[config.mk]
export PLATFORM = sky130hd
export DESIGN_NAME = sorted_deadline_timer_list_core
export DESIGN_NICKNAME = d
export VERILOG_FILES = /design/src/sv/sdtl_pkg.sv /design/src/sv/sdtl_ctrl.sv /design/src/sv/sdtl_dpath.sv /design/src/sv/sorted_deadline_timer_list_core.sv
export SDC_FILE = /design/constraint.sdc
export NUM_CORES = 2
export LEC_CHECK = 0
export ABC_AREA = 1
export BUFFER_PORTS_ARGS = -buffer_cell sky130_fd_sc_hd__buf_2
export CAP_MARGIN = 20
export CORE_ASPECT_RATIO = 0.75
export CORE_MARGIN = 2
export CORE_UTILIZATION = 24
export DETAILED_ROUTE_END_ITERATION = 7
export HOLD_SLACK_MARGIN = 0.03
export PLACE_DENSITY_LB_ADDON = 0.05
export SLEW_MARGIN = 5
export SYNTH_ARGS = -nofsm -noshare
export SYNTH_HDL_FRONTEND = slang
export SYNTH_SLANG_ARGS = --single-unit
[constraint.sdc]
create_clock -name clk -period 18.45 [get_ports clk]
set_clock_uncertainty 0.2 [all_clocks]
set_input_delay 0.9225 -clock clk [delete_from_list [all_inputs] [get_ports clk]]
set_output_delay 0.9225 -clock clk [all_outputs]
set_load 0.01 [all_outputs]
[src/sv/sdtl_pkg.sv]
// sdtl_pkg: shared types, codes and constants of the sorted deadline timer list
// used by sdtl_ctrl, sdtl_dpath and sorted_deadline_timer_list_core
// no dependencies
package sdtl_pkg;

  // field widths fixed by the interface
  localparam int OP_W = 2;
  localparam int SLOT_W = 5;
  localparam int DL_W = 32;
  localparam int ST_W = 2;

  // default number of timer slots
  localparam int DEF_TIMER_SLOTS = 32;

  // request operation codes
  typedef enum logic [OP_W-1:0] {
    OP_ADD    = 2'd0,
    OP_ADJUST = 2'd1,
    OP_DELETE = 2'd2,
    OP_TICK   = 2'd3
  } op_t;

  // result status codes
  typedef enum logic [ST_W-1:0] {
    RC_DONE     = 2'd0,
    RC_EXPIRED  = 2'd1,
    RC_REJECTED = 2'd2,
    RC_NONE     = 2'd3
  } resp_code_t;

  // one entry of the ordered list
  typedef struct packed {
    logic [SLOT_W-1:0] slot;
    logic [DL_W-1:0]   dl;
  } entry_t;

  // controller states
  typedef enum logic [3:0] {
    S_IDLE,
    S_DECODE,
    S_REM,
    S_INS_START,
    S_INS_CMP,
    S_INS_PUT,
    S_TICK_HEAD,
    S_TICK_LOOK,
    S_TICK_EMIT,
    S_TICK_DONE,
    S_TSHIFT,
    S_RESP_DONE,
    S_RESP_REJ,
    S_RESP_NONE
  } state_t;

  // list read address source; the walk index follows every read
  typedef enum logic [2:0] {
    RA_ZERO,
    RA_NEXT,
    RA_PREV,
    RA_TOP,
    RA_NCNT
  } rd_src_t;

  // list write address and data source
  typedef enum logic [2:0] {
    WR_SHIFT_UP,
    WR_NEW_UP,
    WR_NEW_ZERO,
    WR_SHIFT_DOWN,
    WR_COMPACT
  } wr_src_t;

  // armed count update
  typedef enum logic [2:0] {
    CNT_HOLD,
    CNT_INC,
    CNT_DEC,
    CNT_SUB_N
  } cnt_op_t;

  // controller to datapath commands
  typedef struct packed {
    logic       load_req;
    logic       rd_go;
    rd_src_t    rd_src;
    logic       wr_go;
    wr_src_t    wr_src;
    cnt_op_t    cnt_op;
    logic       arm_set;
    logic       arm_clr;
    logic       exp_clr;
    logic       found_clr;
    logic       found_set;
    logic       ncnt_clr;
    logic       ncnt_inc;
    logic       cur_load;
    logic       last_we;
    logic       last_val;
    logic       out_load;
    resp_code_t out_kind;
  } cmd_t;

  // datapath to controller status
  typedef struct packed {
    logic is_tick;
    logic is_add;
    logic is_adjust;
    logic slot_ok;
    logic slot_armed;
    logic cnt_zero;
    logic cnt_one;
    logic idx_last;
    logic idx_zero;
    logic rd_le_dl;
    logic rd_le_now;
    logic rd_hit;
    logic found;
    logic n_all;
    logic last_flag;
    logic out_free;
  } stat_t;

endpackage

[src/sv/sdtl_ctrl.sv]
// sdtl_ctrl: controller state machine of the sorted deadline timer list
// sequences list walks through commands to sdtl_dpath; depends on sdtl_pkg
module sdtl_ctrl (
  input  logic            clk,
  input  logic            rst,
  input  logic            in_valid,
  output logic            in_ready,
  input  sdtl_pkg::stat_t stat,
  output sdtl_pkg::cmd_t  cmd
);

  sdtl_pkg::state_t state;
  sdtl_pkg::state_t state_next;

  // state register
  always_ff @(posedge clk) begin
    if (rst) begin
      state <= sdtl_pkg::S_IDLE;
    end else begin
      state <= state_next;
    end
  end

  // next state
  always_comb begin
    state_next = state;
    case (state)
      sdtl_pkg::S_IDLE: begin
        if (in_valid) state_next = sdtl_pkg::S_DECODE;
      end
      sdtl_pkg::S_DECODE: begin
        if (stat.is_tick) begin
          state_next = stat.cnt_zero ? sdtl_pkg::S_RESP_NONE : sdtl_pkg::S_TICK_HEAD;
        end else if (!stat.slot_ok) begin
          state_next = sdtl_pkg::S_RESP_REJ;
        end else if (stat.is_add) begin
          state_next = stat.slot_armed ? sdtl_pkg::S_RESP_REJ : sdtl_pkg::S_INS_START;
        end else begin
          state_next = stat.slot_armed ? sdtl_pkg::S_REM : sdtl_pkg::S_RESP_REJ;
        end
      end
      sdtl_pkg::S_REM: begin
        if (stat.idx_last) begin
          state_next = stat.is_adjust ? sdtl_pkg::S_INS_START : sdtl_pkg::S_RESP_DONE;
        end
      end
      sdtl_pkg::S_INS_START: begin
        state_next = stat.cnt_zero ? sdtl_pkg::S_RESP_DONE : sdtl_pkg::S_INS_CMP;
      end
      sdtl_pkg::S_INS_CMP: begin
        if (stat.rd_le_dl) begin
          state_next = sdtl_pkg::S_RESP_DONE;
        end else if (stat.idx_zero) begin
          state_next = sdtl_pkg::S_INS_PUT;
        end
      end
      sdtl_pkg::S_INS_PUT: begin
        state_next = sdtl_pkg::S_RESP_DONE;
      end
      sdtl_pkg::S_TICK_HEAD: begin
        if (!stat.rd_le_now) begin
          state_next = sdtl_pkg::S_RESP_NONE;
        end else if (stat.cnt_one) begin
          state_next = sdtl_pkg::S_TICK_EMIT;
        end else begin
          state_next = sdtl_pkg::S_TICK_LOOK;
        end
      end
      sdtl_pkg::S_TICK_LOOK: begin
        state_next = sdtl_pkg::S_TICK_EMIT;
      end
      sdtl_pkg::S_TICK_EMIT: begin
        if (stat.out_free) begin
          if (stat.last_flag) begin
            state_next = sdtl_pkg::S_TICK_DONE;
          end else if (!stat.idx_last) begin
            state_next = sdtl_pkg::S_TICK_LOOK;
          end
        end
      end
      sdtl_pkg::S_TICK_DONE: begin
        state_next = stat.n_all ? sdtl_pkg::S_IDLE : sdtl_pkg::S_TSHIFT;
      end
      sdtl_pkg::S_TSHIFT: begin
        if (stat.idx_last) state_next = sdtl_pkg::S_IDLE;
      end
      sdtl_pkg::S_RESP_DONE,
      sdtl_pkg::S_RESP_REJ,
      sdtl_pkg::S_RESP_NONE: begin
        if (stat.out_free) state_next = sdtl_pkg::S_IDLE;
      end
      default: state_next = sdtl_pkg::S_IDLE;
    endcase
  end

  // command outputs
  always_comb begin
    cmd = '0;
    in_ready = 1'b0;
    case (state)
      sdtl_pkg::S_IDLE: begin
        in_ready = 1'b1;
        cmd.load_req = in_valid;
      end
      sdtl_pkg::S_DECODE: begin
        if (stat.is_tick) begin
          if (!stat.cnt_zero) begin
            cmd.rd_go = 1'b1;
            cmd.rd_src = sdtl_pkg::RA_ZERO;
            cmd.ncnt_clr = 1'b1;
            cmd.last_we = 1'b1;
            cmd.last_val = 1'b0;
          end
        end else if (stat.slot_ok) begin
          if (stat.is_add) begin
            cmd.arm_set = !stat.slot_armed;
          end else if (stat.slot_armed) begin
            cmd.rd_go = 1'b1;
            cmd.rd_src = sdtl_pkg::RA_ZERO;
            cmd.found_clr = 1'b1;
          end
        end
      end
      // forward walk that closes the gap left by the removed slot
      sdtl_pkg::S_REM: begin
        if (stat.found) begin
          cmd.wr_go = 1'b1;
          cmd.wr_src = sdtl_pkg::WR_SHIFT_DOWN;
        end
        cmd.found_set = stat.rd_hit;
        if (stat.idx_last) begin
          cmd.cnt_op = sdtl_pkg::CNT_DEC;
          cmd.arm_clr = !stat.is_adjust;
        end else begin
          cmd.rd_go = 1'b1;
          cmd.rd_src = sdtl_pkg::RA_NEXT;
        end
      end
      sdtl_pkg::S_INS_START: begin
        if (stat.cnt_zero) begin
          cmd.wr_go = 1'b1;
          cmd.wr_src = sdtl_pkg::WR_NEW_ZERO;
          cmd.cnt_op = sdtl_pkg::CNT_INC;
        end else begin
          cmd.rd_go = 1'b1;
          cmd.rd_src = sdtl_pkg::RA_TOP;
        end
      end
      // backward walk: later deadlines move up one place
      sdtl_pkg::S_INS_CMP: begin
        cmd.wr_go = 1'b1;
        if (stat.rd_le_dl) begin
          cmd.wr_src = sdtl_pkg::WR_NEW_UP;
          cmd.cnt_op = sdtl_pkg::CNT_INC;
        end else begin
          cmd.wr_src = sdtl_pkg::WR_SHIFT_UP;
          if (!stat.idx_zero) begin
            cmd.rd_go = 1'b1;
            cmd.rd_src = sdtl_pkg::RA_PREV;
          end
        end
      end
      sdtl_pkg::S_INS_PUT: begin
        cmd.wr_go = 1'b1;
        cmd.wr_src = sdtl_pkg::WR_NEW_ZERO;
        cmd.cnt_op = sdtl_pkg::CNT_INC;
      end
      sdtl_pkg::S_TICK_HEAD: begin
        if (stat.rd_le_now) begin
          cmd.cur_load = 1'b1;
          if (stat.cnt_one) begin
            cmd.last_we = 1'b1;
            cmd.last_val = 1'b1;
          end else begin
            cmd.rd_go = 1'b1;
            cmd.rd_src = sdtl_pkg::RA_NEXT;
          end
        end
      end
      // the entry behind the current one decides whether it is the last
      sdtl_pkg::S_TICK_LOOK: begin
        cmd.last_we = 1'b1;
        cmd.last_val = !stat.rd_le_now;
      end
      sdtl_pkg::S_TICK_EMIT: begin
        if (stat.out_free) begin
          cmd.out_load = 1'b1;
          cmd.out_kind = sdtl_pkg::RC_EXPIRED;
          cmd.exp_clr = 1'b1;
          cmd.ncnt_inc = 1'b1;
          if (!stat.last_flag) begin
            cmd.cur_load = 1'b1;
            if (stat.idx_last) begin
              cmd.last_we = 1'b1;
              cmd.last_val = 1'b1;
            end else begin
              cmd.rd_go = 1'b1;
              cmd.rd_src = sdtl_pkg::RA_NEXT;
            end
          end
        end
      end
      sdtl_pkg::S_TICK_DONE: begin
        if (stat.n_all) begin
          cmd.cnt_op = sdtl_pkg::CNT_SUB_N;
        end else begin
          cmd.rd_go = 1'b1;
          cmd.rd_src = sdtl_pkg::RA_NCNT;
        end
      end
      // move the survivors to the head of the list
      sdtl_pkg::S_TSHIFT: begin
        cmd.wr_go = 1'b1;
        cmd.wr_src = sdtl_pkg::WR_COMPACT;
        if (stat.idx_last) begin
          cmd.cnt_op = sdtl_pkg::CNT_SUB_N;
        end else begin
          cmd.rd_go = 1'b1;
          cmd.rd_src = sdtl_pkg::RA_NEXT;
        end
      end
      sdtl_pkg::S_RESP_DONE: begin
        cmd.out_load = stat.out_free;
        cmd.out_kind = sdtl_pkg::RC_DONE;
      end
      sdtl_pkg::S_RESP_REJ: begin
        cmd.out_load = stat.out_free;
        cmd.out_kind = sdtl_pkg::RC_REJECTED;
      end
      sdtl_pkg::S_RESP_NONE: begin
        cmd.out_load = stat.out_free;
        cmd.out_kind = sdtl_pkg::RC_NONE;
      end
      default: begin
        cmd = '0;
      end
    endcase
  end

endmodule

[src/sv/sdtl_dpath.sv]
// sdtl_dpath: datapath of the sorted deadline timer list
// ordered list memory, armed bits, walk counters and result register; depends on sdtl_pkg
module sdtl_dpath #(
  parameter int TIMER_SLOTS = sdtl_pkg::DEF_TIMER_SLOTS
) (
  input  logic                          clk,
  input  logic                          rst,
  input  sdtl_pkg::cmd_t                cmd,
  output sdtl_pkg::stat_t               stat,
  input  logic [sdtl_pkg::OP_W-1:0]     operation,
  input  logic [sdtl_pkg::SLOT_W-1:0]   slot,
  input  logic [sdtl_pkg::DL_W-1:0]     deadline,
  input  logic [sdtl_pkg::DL_W-1:0]     current_time,
  output logic                          out_valid,
  input  logic                          out_ready,
  output logic [sdtl_pkg::ST_W-1:0]     status,
  output logic [sdtl_pkg::SLOT_W-1:0]   slot_out,
  output logic [sdtl_pkg::DL_W-1:0]     deadline_out,
  output logic                          last
);

  localparam int AW = $clog2(TIMER_SLOTS);
  localparam int CW = $clog2(TIMER_SLOTS + 1);

  // request registers
  sdtl_pkg::op_t               r_op;
  logic [sdtl_pkg::SLOT_W-1:0] r_slot;
  logic [sdtl_pkg::DL_W-1:0]   r_dl;
  logic [sdtl_pkg::DL_W-1:0]   r_now;

  // list state and walk registers
  sdtl_pkg::entry_t lm [TIMER_SLOTS];
  sdtl_pkg::entry_t rd_data;
  sdtl_pkg::entry_t cur;
  logic [TIMER_SLOTS-1:0] armed;
  logic [CW-1:0] count;
  logic [CW-1:0] idx;
  logic [CW-1:0] ncnt;
  logic found;
  logic last_flag;

  logic [CW-1:0] idx_inc;
  logic [CW-1:0] idx_dec;
  logic [CW-1:0] count_m1;
  logic [CW-1:0] rd_addr;
  logic [CW-1:0] wr_addr;
  sdtl_pkg::entry_t wr_data;
  sdtl_pkg::entry_t new_entry;
  logic [AW-1:0] slot_i;
  logic [AW-1:0] cur_i;
  logic out_free;

  assign idx_inc = idx + CW'(1);
  assign idx_dec = idx - CW'(1);
  assign count_m1 = count - CW'(1);
  assign new_entry = '{slot: r_slot, dl: r_dl};
  assign slot_i = AW'(r_slot);
  assign cur_i = AW'(cur.slot);
  assign out_free = !out_valid || out_ready;

  // request capture
  always_ff @(posedge clk) begin
    if (cmd.load_req) begin
      r_op <= sdtl_pkg::op_t'(operation);
      r_slot <= slot;
      r_dl <= deadline;
      r_now <= current_time;
    end
  end

  // read address select
  always_comb begin
    case (cmd.rd_src)
      sdtl_pkg::RA_ZERO: rd_addr = '0;
      sdtl_pkg::RA_NEXT: rd_addr = idx_inc;
      sdtl_pkg::RA_PREV: rd_addr = idx_dec;
      sdtl_pkg::RA_TOP:  rd_addr = count_m1;
      sdtl_pkg::RA_NCNT: rd_addr = ncnt;
      default:           rd_addr = '0;
    endcase
  end

  // write address and data select
  always_comb begin
    case (cmd.wr_src)
      sdtl_pkg::WR_SHIFT_UP: begin
        wr_addr = idx_inc;
        wr_data = rd_data;
      end
      sdtl_pkg::WR_NEW_UP: begin
        wr_addr = idx_inc;
        wr_data = new_entry;
      end
      sdtl_pkg::WR_NEW_ZERO: begin
        wr_addr = '0;
        wr_data = new_entry;
      end
      sdtl_pkg::WR_SHIFT_DOWN: begin
        wr_addr = idx_dec;
        wr_data = rd_data;
      end
      sdtl_pkg::WR_COMPACT: begin
        wr_addr = idx - ncnt;
        wr_data = rd_data;
      end
      default: begin
        wr_addr = '0;
        wr_data = rd_data;
      end
    endcase
  end

  // ordered list memory, one write and one registered read per cycle
  always_ff @(posedge clk) begin
    if (cmd.wr_go) lm[wr_addr[AW-1:0]] <= wr_data;
    if (cmd.rd_go) rd_data <= lm[rd_addr[AW-1:0]];
  end

  // walk index follows the read address
  always_ff @(posedge clk) begin
    if (cmd.rd_go) idx <= rd_addr;
    if (cmd.cur_load) cur <= rd_data;
  end

  // armed count
  always_ff @(posedge clk) begin
    if (rst) begin
      count <= '0;
    end else begin
      case (cmd.cnt_op)
        sdtl_pkg::CNT_HOLD:  count <= count;
        sdtl_pkg::CNT_INC:   count <= count + CW'(1);
        sdtl_pkg::CNT_DEC:   count <= count_m1;
        sdtl_pkg::CNT_SUB_N: count <= count - ncnt;
        default:             count <= count;
      endcase
    end
  end

  // armed bits per slot
  always_ff @(posedge clk) begin
    if (rst) begin
      armed <= '0;
    end else begin
      if (cmd.arm_set) armed[slot_i] <= 1'b1;
      if (cmd.arm_clr) armed[slot_i] <= 1'b0;
      if (cmd.exp_clr) armed[cur_i] <= 1'b0;
    end
  end

  // walk flags and expiry counter
  always_ff @(posedge clk) begin
    if (rst) begin
      found <= 1'b0;
      last_flag <= 1'b0;
      ncnt <= '0;
    end else begin
      if (cmd.found_clr) found <= 1'b0;
      else if (cmd.found_set) found <= 1'b1;
      if (cmd.last_we) last_flag <= cmd.last_val;
      if (cmd.ncnt_clr) ncnt <= '0;
      else if (cmd.ncnt_inc) ncnt <= ncnt + CW'(1);
    end
  end

  // result register
  always_ff @(posedge clk) begin
    if (rst) begin
      out_valid <= 1'b0;
    end else if (cmd.out_load) begin
      out_valid <= 1'b1;
    end else if (out_ready) begin
      out_valid <= 1'b0;
    end
  end

  always_ff @(posedge clk) begin
    if (cmd.out_load) begin
      status <= cmd.out_kind;
      case (cmd.out_kind)
        sdtl_pkg::RC_EXPIRED: begin
          slot_out <= cur.slot;
          deadline_out <= cur.dl;
          last <= last_flag;
        end
        sdtl_pkg::RC_NONE: begin
          slot_out <= '0;
          deadline_out <= '0;
          last <= 1'b1;
        end
        default: begin
          slot_out <= r_slot;
          deadline_out <= '0;
          last <= 1'b1;
        end
      endcase
    end
  end

  // status to the controller
  always_comb begin
    stat.is_tick = (r_op == sdtl_pkg::OP_TICK);
    stat.is_add = (r_op == sdtl_pkg::OP_ADD);
    stat.is_adjust = (r_op == sdtl_pkg::OP_ADJUST);
    stat.slot_ok = (32'(r_slot) < 32'(TIMER_SLOTS));
    stat.slot_armed = armed[slot_i];
    stat.cnt_zero = (count == '0);
    stat.cnt_one = (count == CW'(1));
    stat.idx_last = (idx == count_m1);
    stat.idx_zero = (idx == '0);
    stat.rd_le_dl = (rd_data.dl <= r_dl);
    stat.rd_le_now = (rd_data.dl <= r_now);
    stat.rd_hit = (rd_data.slot == r_slot);
    stat.found = found;
    stat.n_all = (ncnt == count);
    stat.last_flag = last_flag;
    stat.out_free = out_free;
  end

endmodule

[src/sv/sorted_deadline_timer_list_core.sv]
// Sorted deadline timer list: keeps up to TIMER_SLOTS timers in order of absolute
// deadline, later add or adjust behind earlier ones on equal deadlines. One request
// is worked at a time; the list lives in a memory with one write and one registered
// read port, so the remove, insert and compact walks move one list entry per cycle,
// while a tick waits for a free output register before it emits each expired slot and
// then moves the remaining timers to the head. A new request is taken while the last
// result still waits in the output register.
// depends on sdtl_pkg, sdtl_ctrl and sdtl_dpath
module sorted_deadline_timer_list_core #(
  parameter int TIMER_SLOTS = sdtl_pkg::DEF_TIMER_SLOTS
) (
  input  logic                          clk,
  input  logic                          rst,
  input  logic                          in_valid,
  output logic                          in_ready,
  input  logic [sdtl_pkg::OP_W-1:0]     operation,
  input  logic [sdtl_pkg::SLOT_W-1:0]   slot,
  input  logic [sdtl_pkg::DL_W-1:0]     deadline,
  input  logic [sdtl_pkg::DL_W-1:0]     current_time,
  output logic                          out_valid,
  input  logic                          out_ready,
  output logic [sdtl_pkg::ST_W-1:0]     status,
  output logic [sdtl_pkg::SLOT_W-1:0]   slot_out,
  output logic [sdtl_pkg::DL_W-1:0]     deadline_out,
  output logic                          last
);

  sdtl_pkg::cmd_t  cmd;
  sdtl_pkg::stat_t stat;

  // request sequencing
  sdtl_ctrl u_ctrl (
    .clk      (clk),
    .rst      (rst),
    .in_valid (in_valid),
    .in_ready (in_ready),
    .stat     (stat),
    .cmd      (cmd)
  );

  // list storage and result register
  sdtl_dpath #(
    .TIMER_SLOTS (TIMER_SLOTS)
  ) u_dpath (
    .clk          (clk),
    .rst          (rst),
    .cmd          (cmd),
    .stat         (stat),
    .operation    (operation),
    .slot         (slot),
    .deadline     (deadline),
    .current_time (current_time),
    .out_valid    (out_valid),
    .out_ready    (out_ready),
    .status       (status),
    .slot_out     (slot_out),
    .deadline_out (deadline_out),
    .last         (last)
  );

endmodule

# == Yosys cells after proc, flatten, opt, wreduce, memory -nomap -nowiden ==
# Memories as Yosys holds them, arrays and structs flattened. A register that Yosys moved wholly into a read port is not among the register bits.
# Cells that the tools add are included.
# word_totals
mem_bits_rw,1184
out_inout_bits,42
inputBits,75
n_memories,1
ff_bits,205
word_cells,187
# memory_table
memory,words,width,read_ports,rd_ports_with_merged_regs,write_ports,line,source
u_dpath.lm,32,37,1,1,1,sdtl_dpath.sv:32,sdtl_pkg::entry_t lm [TIMER_SLOTS];
# op_classes
n_bitwise,5
magnitude_cmp,6
reduce_logical,21
addsub,7
n_eq_ne,39
muxes,90
# ops
op,count
2-to-1 mux 32 bit,5
2-to-1 mux 4 bit,33
bitwise AND 32 bit,2
less-or-equal comparator 32 bit,2
inverter 32 bit,2
case mux 4 bit (12 select lines),1
2-to-1 mux 37 bit,1
OR 32 bit,1
case mux 4 bit (7 select lines),1
2-to-1 mux 1 bit,26
"equality test 4 bit, second input constant",6
case mux 6 bit (4 select lines),1
case mux 4 bit (5 select lines),1
"adder 6 x 1 -> 6 bit, second input constant",3
"equality test 3 x 2 -> 1 bit, second input constant",6
case mux 3 bit (6 select lines),1
case mux 6 bit (3 select lines),1
"equality test 4 x 3 -> 1 bit, second input constant",4
case mux 5 bit (3 select lines),1
2-to-1 mux 2 bit,7
2-to-1 mux 7 bit,2
equality test 6 bit,2
logical NOT 6 bit,2
"less-than comparator 5 x 6 -> 1 bit, second input constant",2
33 further kinds,55

# == Logic depth before layout (Yosys ltp) ==
# logic_depth
word_depth,13
depth_mapped,28
ltp_nobuf,26

# == Cells and area by module ==
# Synthesis repeated with hierarchy kept, for this count alone.
# unflattened
cells_unflattened,6098
area_unflattened_um2,64633.2
# by_module_without_submodules
module,area_per_inst_um2,instances,cells_each,seq_area_each_um2
sdtl_dpath,63821.2,1,5940,42230.5
sdtl_ctrl,812.0,1,158,80.1

# == Worst setup path after synthesis ==
# No wires, ideal clock.
# synth_timing
kind,input-to-reg
from,input in_valid
to,register u_dpath.r_dl[0] (netlist name) (enable)
required_time_ns,17.663
setup_ns,0.587
n_path_buf,0
t_arrival_ns,5.772
path_stages,2
slack_ns,11.890
path_cell_list,inv_1 nor3_1
# synth_rtl
element,line,source
start: declaration,sorted_deadline_timer_list_core.sv:14,"input logic in_valid,"
end signal: assignment,sdtl_dpath.sv:66,r_dl <= deadline;
end: declaration,sdtl_dpath.sv:28,logic [sdtl_pkg::DL_W-1:0] r_dl;

# == Worst setup path in the final report ==
# layout_timing
from,"register, netlist name u_dpath.rd_data[14]"
to,"register, netlist name u_dpath.rd_data[15]"
# layout_via
elab_chain_len,5
word_cells_on_any_way,10
cone_classes,order compare: 2; eq/ne: 4; mux: 4
# layout_lines
element,line,source
less-or-equal comparator 32 bit (on tied branches),"sdtl_dpath.sv:212, sdtl_dpath.sv:211",
2-to-1 mux 4 bit (on tied branches),"sdtl_ctrl.sv:169, sdtl_ctrl.sv:152",
case mux 4 bit (7 select lines) *,sdtl_ctrl.sv:100,case (state)
equality test 3 bit (tied with other cells),sdtl_dpath.sv:73,case (cmd.rd_src)
case mux 6 bit (4 select lines),sdtl_dpath.sv:73,
# Mark *: on every way between the ends. The rest lies on a longest branch, timed or not.
# A chain may end at the register's enable or synchronous reset.

==> run summary <==
ranking of synthesized cells by area: edfxtp_1 64%, nand3_1 9.6%, nand2_1 6.8%
leading cell type in the layout, fill and taps excluded: edfxtp_1
final period utilization: 39.2%
post_cts resized: 0
peak per-stage delay on the critical path: 0.90 ns
routability cong.: 0.770
total clock buffers created by CTS: 171
Critical Path Slowest Stage Cell: nor3_1
worst setup slack after placement: 11.08 ns
final routed DRC violation total: 0
count of nets after finishing: 6290
Non-Filler Instances: 9822
Required @ worst endpoint: 18.79 ns
die boundary height: 452 microns
remaining antenna violation count: 0
number of enable flip-flop cells after synthesis: 1375
instance count of the mapped netlist: 6021
fraction of post-synthesis cell area in the top cell type by area: 64.3%
Crit path buffers/inverters: 3
Arr. time, crit path: 7.58 ns
design internal power: 8150 uW
share of total power in the clock network: 21.3%
final slew viol count: 0
Worst Path Class, Setup: flip-flop to flip-flop
cell area after technology mapping: 64200 sq um
setup slack of the critical path after layout: 11.22 ns
Boundary Pins: 117
Net Count, Synth: 6180
register bit total from synthesis: 1426
total global-route track usage: 17.7%
die outline area: 272000 sq um
number of clock sinks: 1426
share of layout cells above drive strength 1: 8.73%
time the final worst path needs with I/O delays and setup: 7.23 ns
total half-perimeter wirelength after legalization and detailed placement: 130000 microns
GRT overflow: 0
capturing element type of the critical path: flip-flop
Routed WL per cell: 25.0 microns
count of vias placed by the detailed router: 44500
worst reg2reg path startpoint: u_dpath.rd_data[14]
kind of cell adding the most delay to the critical path: simple AND/OR/NAND/NOR gates
power density relative to cell area: 202 nW/um^2
total count of hold-check failures in the final report: 0
TNS Setup: 0 ns
first-iteration detailed-routing DRC count: 3374
result of the run: complete, no violations
H-tree levels: 4
Hold Path Sink: u_dpath.r_dl[28]
area leader, netlist: edfxtp_1
via count of the first global-routing pass: 43600
count of distinct cell types in the synthesized netlist: 47
mean area per synthesized cell: 10.7 sq um
clock latency on the worst-skew pair: 0.84 ns
Chip Width: 601 microns
Worst R2R End: u_dpath.rd_data[15]
drt via density: 4.53
effective utilization at floorplan: 24.1%
number of buffers between clock root and the deepest sink: 4
maximum fanout along the worst path: 129
hold bufs inserted after CTS: 52
area growth from synthesis to layout: 16.9%
MaxCap Viol Count: 0
commonest register cell after synthesis: edfxtp_1
cell row count: 164
number of setup buffers added after CTS: 0
startpoint of the tightest hold check path: deadline[28]
Net Sw Power: 6980 uW
worst voltage drop across the vdd grid: 0.000258 V
Final setup violation count: 0
max frequency: 138 MHz
setup slack on the worst flop-to-flop path: 11.22 ns
initial antenna violation count: 8
# port buffers: 116
area inside the core boundary: 266000 sq um
first-pass GRT wire length: 347000 microns
cell-by-cell trace of the critical path: ha_1, nand2_1, nor3_1, nand3_1, nand4_1, nand3_1, nand2_8, buf_12, buf_4, buf_4, nand3b_1, nand3_1, nand3_1, nand3_1, nand2_1, nand2_1, nand2_1
transition time at the pin with the least slew margin: 1.11 ns
overall routed net length: 246000 microns
cell mode on critical path: nand3_1
commonest cells after routing, fill and taps aside: 1375 x edfxtp_1, 1235 x nand3_1, 1163 x nand2_1
number of inserted diodes: 0
r2r worst-path depth: 17
clock tree from TritonCTS: built
first drt pass iteration count: 5
share of total power in combinational logic: 46.8%
CTS root buf: clkbuf_16
post-synthesis async set-or-reset flop share: 0%
normalized max-slew margin: 25.6%
fraction of power consumed by sequential logic: 31.9%
Min-Delay Path Depth: 1
Ys Warns: 0
RSZ-0062 raised after global routing: false
sequential fraction of the synthesis area: 65.9%
Worst Setup Start Kind: flip-flop
Fillers: 27800
switching portion of total power: 46.2%
standby leakage power: 0.0288 uW
count of placed standard cells including taps: 9471
largest net degree at the start of global routing: 162
Clock transition at path regs: 0.06 ns
path class of the lowest-slack min-delay path: primary input to flip-flop
how the worst max path moves through the flow:
stage,startpoint,slack (ns),end,cells after the start
CTS,u_dpath.rd_data[14],11.14,u_dpath.rd_data[15],17
detailed placement,u_dpath.rd_data[14],11.08,u_dpath.rd_data[15],17
global route,u_dpath.rd_data[14],10.97,u_dpath.rd_data[15],17
floorplan,in_valid,11.89,u_dpath.r_dl[0],2
global placement,u_dpath.rd_data[14],11.15,u_dpath.rd_data[15],17
finish,u_dpath.rd_data[14],11.22,u_dpath.rd_data[15],17
state kept, by name (all words and copies together) (netlist names):
signal	cells
u_dpath.lm	1184
u_dpath.rd_data	37
u_dpath.last_flag	1
u_dpath.count	6
u_dpath.cur	32
u_dpath.r_dl	32
u_dpath.cur_i	5
u_dpath.armed	32
u_dpath.r_now	32
u_dpath.deadline_out	32
u_dpath.r_slot	5
u_dpath.found	1
u_dpath.status	2
u_dpath.last	1
u_dpath.slot_out	5
u_dpath.r_op	2
u_ctrl.state	4
u_dpath.ncnt	6
u_dpath.out_valid	1
u_dpath.idx	6
routing by layer:
layer / share of wire (%) / track usage, % / vias to the layer above
met4: 1.6 / 3.25 / 0
met5: 0 / 0 / -
met2: 45 / 27.7 / 916
met1: 50 / 26.3 / 22500
li1: - / - / 20800
met3: 3.6 / 1.92 / 245
final cells by class:
class | count | area [sq um] | area share, %
inverters | 877 | 3320 | 4.42
well taps | 3569 | 4470 | 5.95
multi-input cells | 3371 | 17700 | 23.5
repair buffers | 284 | 2240 | 2.98
flip-flops and latches | 1426 | 42300 | 56.4
clock inverters | 64 | 463 | 0.617
clock buffers | 231 | 4590 | 6.12
metrics by stage:
step / instance area (sq um) / power [uW] / util, % / hold WS (ns)
after CTS: 75000 / 15400 / 28.2 / 0.0309
after global placement: 69200 / 12200 / 26.0 / 0.262
after detailed placement: 69400 / 12100 / 26.1 / 0.269
after floorplan: 64200 / 8940 / - / 0.226
after global routing: 75000 / 16100 / 28.2 / 0.0527
final: 75000 / 15100 / 28.2 / 0.101
cell usage after synthesis (2+ instances only):
cell type	count
nand2_1	1165
or2_2	9
xnor2_1	9
o2111ai_1	2
inv_2	12
a31oi_1	17
o21a_1	3
edfxtp_1	1375
a22oi_1	10
buf_2	194
nor4_1	4
inv_1	862
a2111oi_0	2
nand3b_1	334
buf_1	10
clkbuf_1	139
o21ai_0	26
xor2_1	13
dfxtp_1	51
nor2_1	207
o311ai_0	32
nand4_1	11
a21o_1	3
a21oi_1	146
nor3_1	25
clkinv_1	3
o22ai_1	10
nand2_2	4
o21ai_1	2
nand3_1	1235
ha_1	82
buf_4	4
o221ai_1	5
fa_1	2
worst register-to-register path, delay by kind of cell, from the launching register on:
kind                       cells  cell delay (ns)
and+or+nand+nor               13             3.56
buffers and inverters          3             2.22
DFF                            1             0.60
adders and majority gates      1             0.40
cell families (layout without fill, tap and decap cells):
kind of cell,count (synthesis),count (layout),synth area share [%]
flip-flops,1426,1426,65.9
AND/OR/NAND/NOR,3000,3000,22.1
adder cells (fa/ha/maj),84,84,1.66
XOR/XNOR,23,23,0.325
AO/OA/AOI/OAI,264,264,2.44
buffers and inverters,1224,1456,7.56
power by group through the flow:
stage | Clock, uW | Combinational, uW | Sequential (uW)
after floorplan | 0 | 4080 | 4860
after global placement | 0 | 7280 | 4900
after detailed placement | 0 | 7240 | 4900
after CTS | 3350 | 7270 | 4830
after global routing | 3460 | 7820 | 4850
final | 3230 | 7080 | 4820
Note: power is estimated with default switching activity, not from simulation.
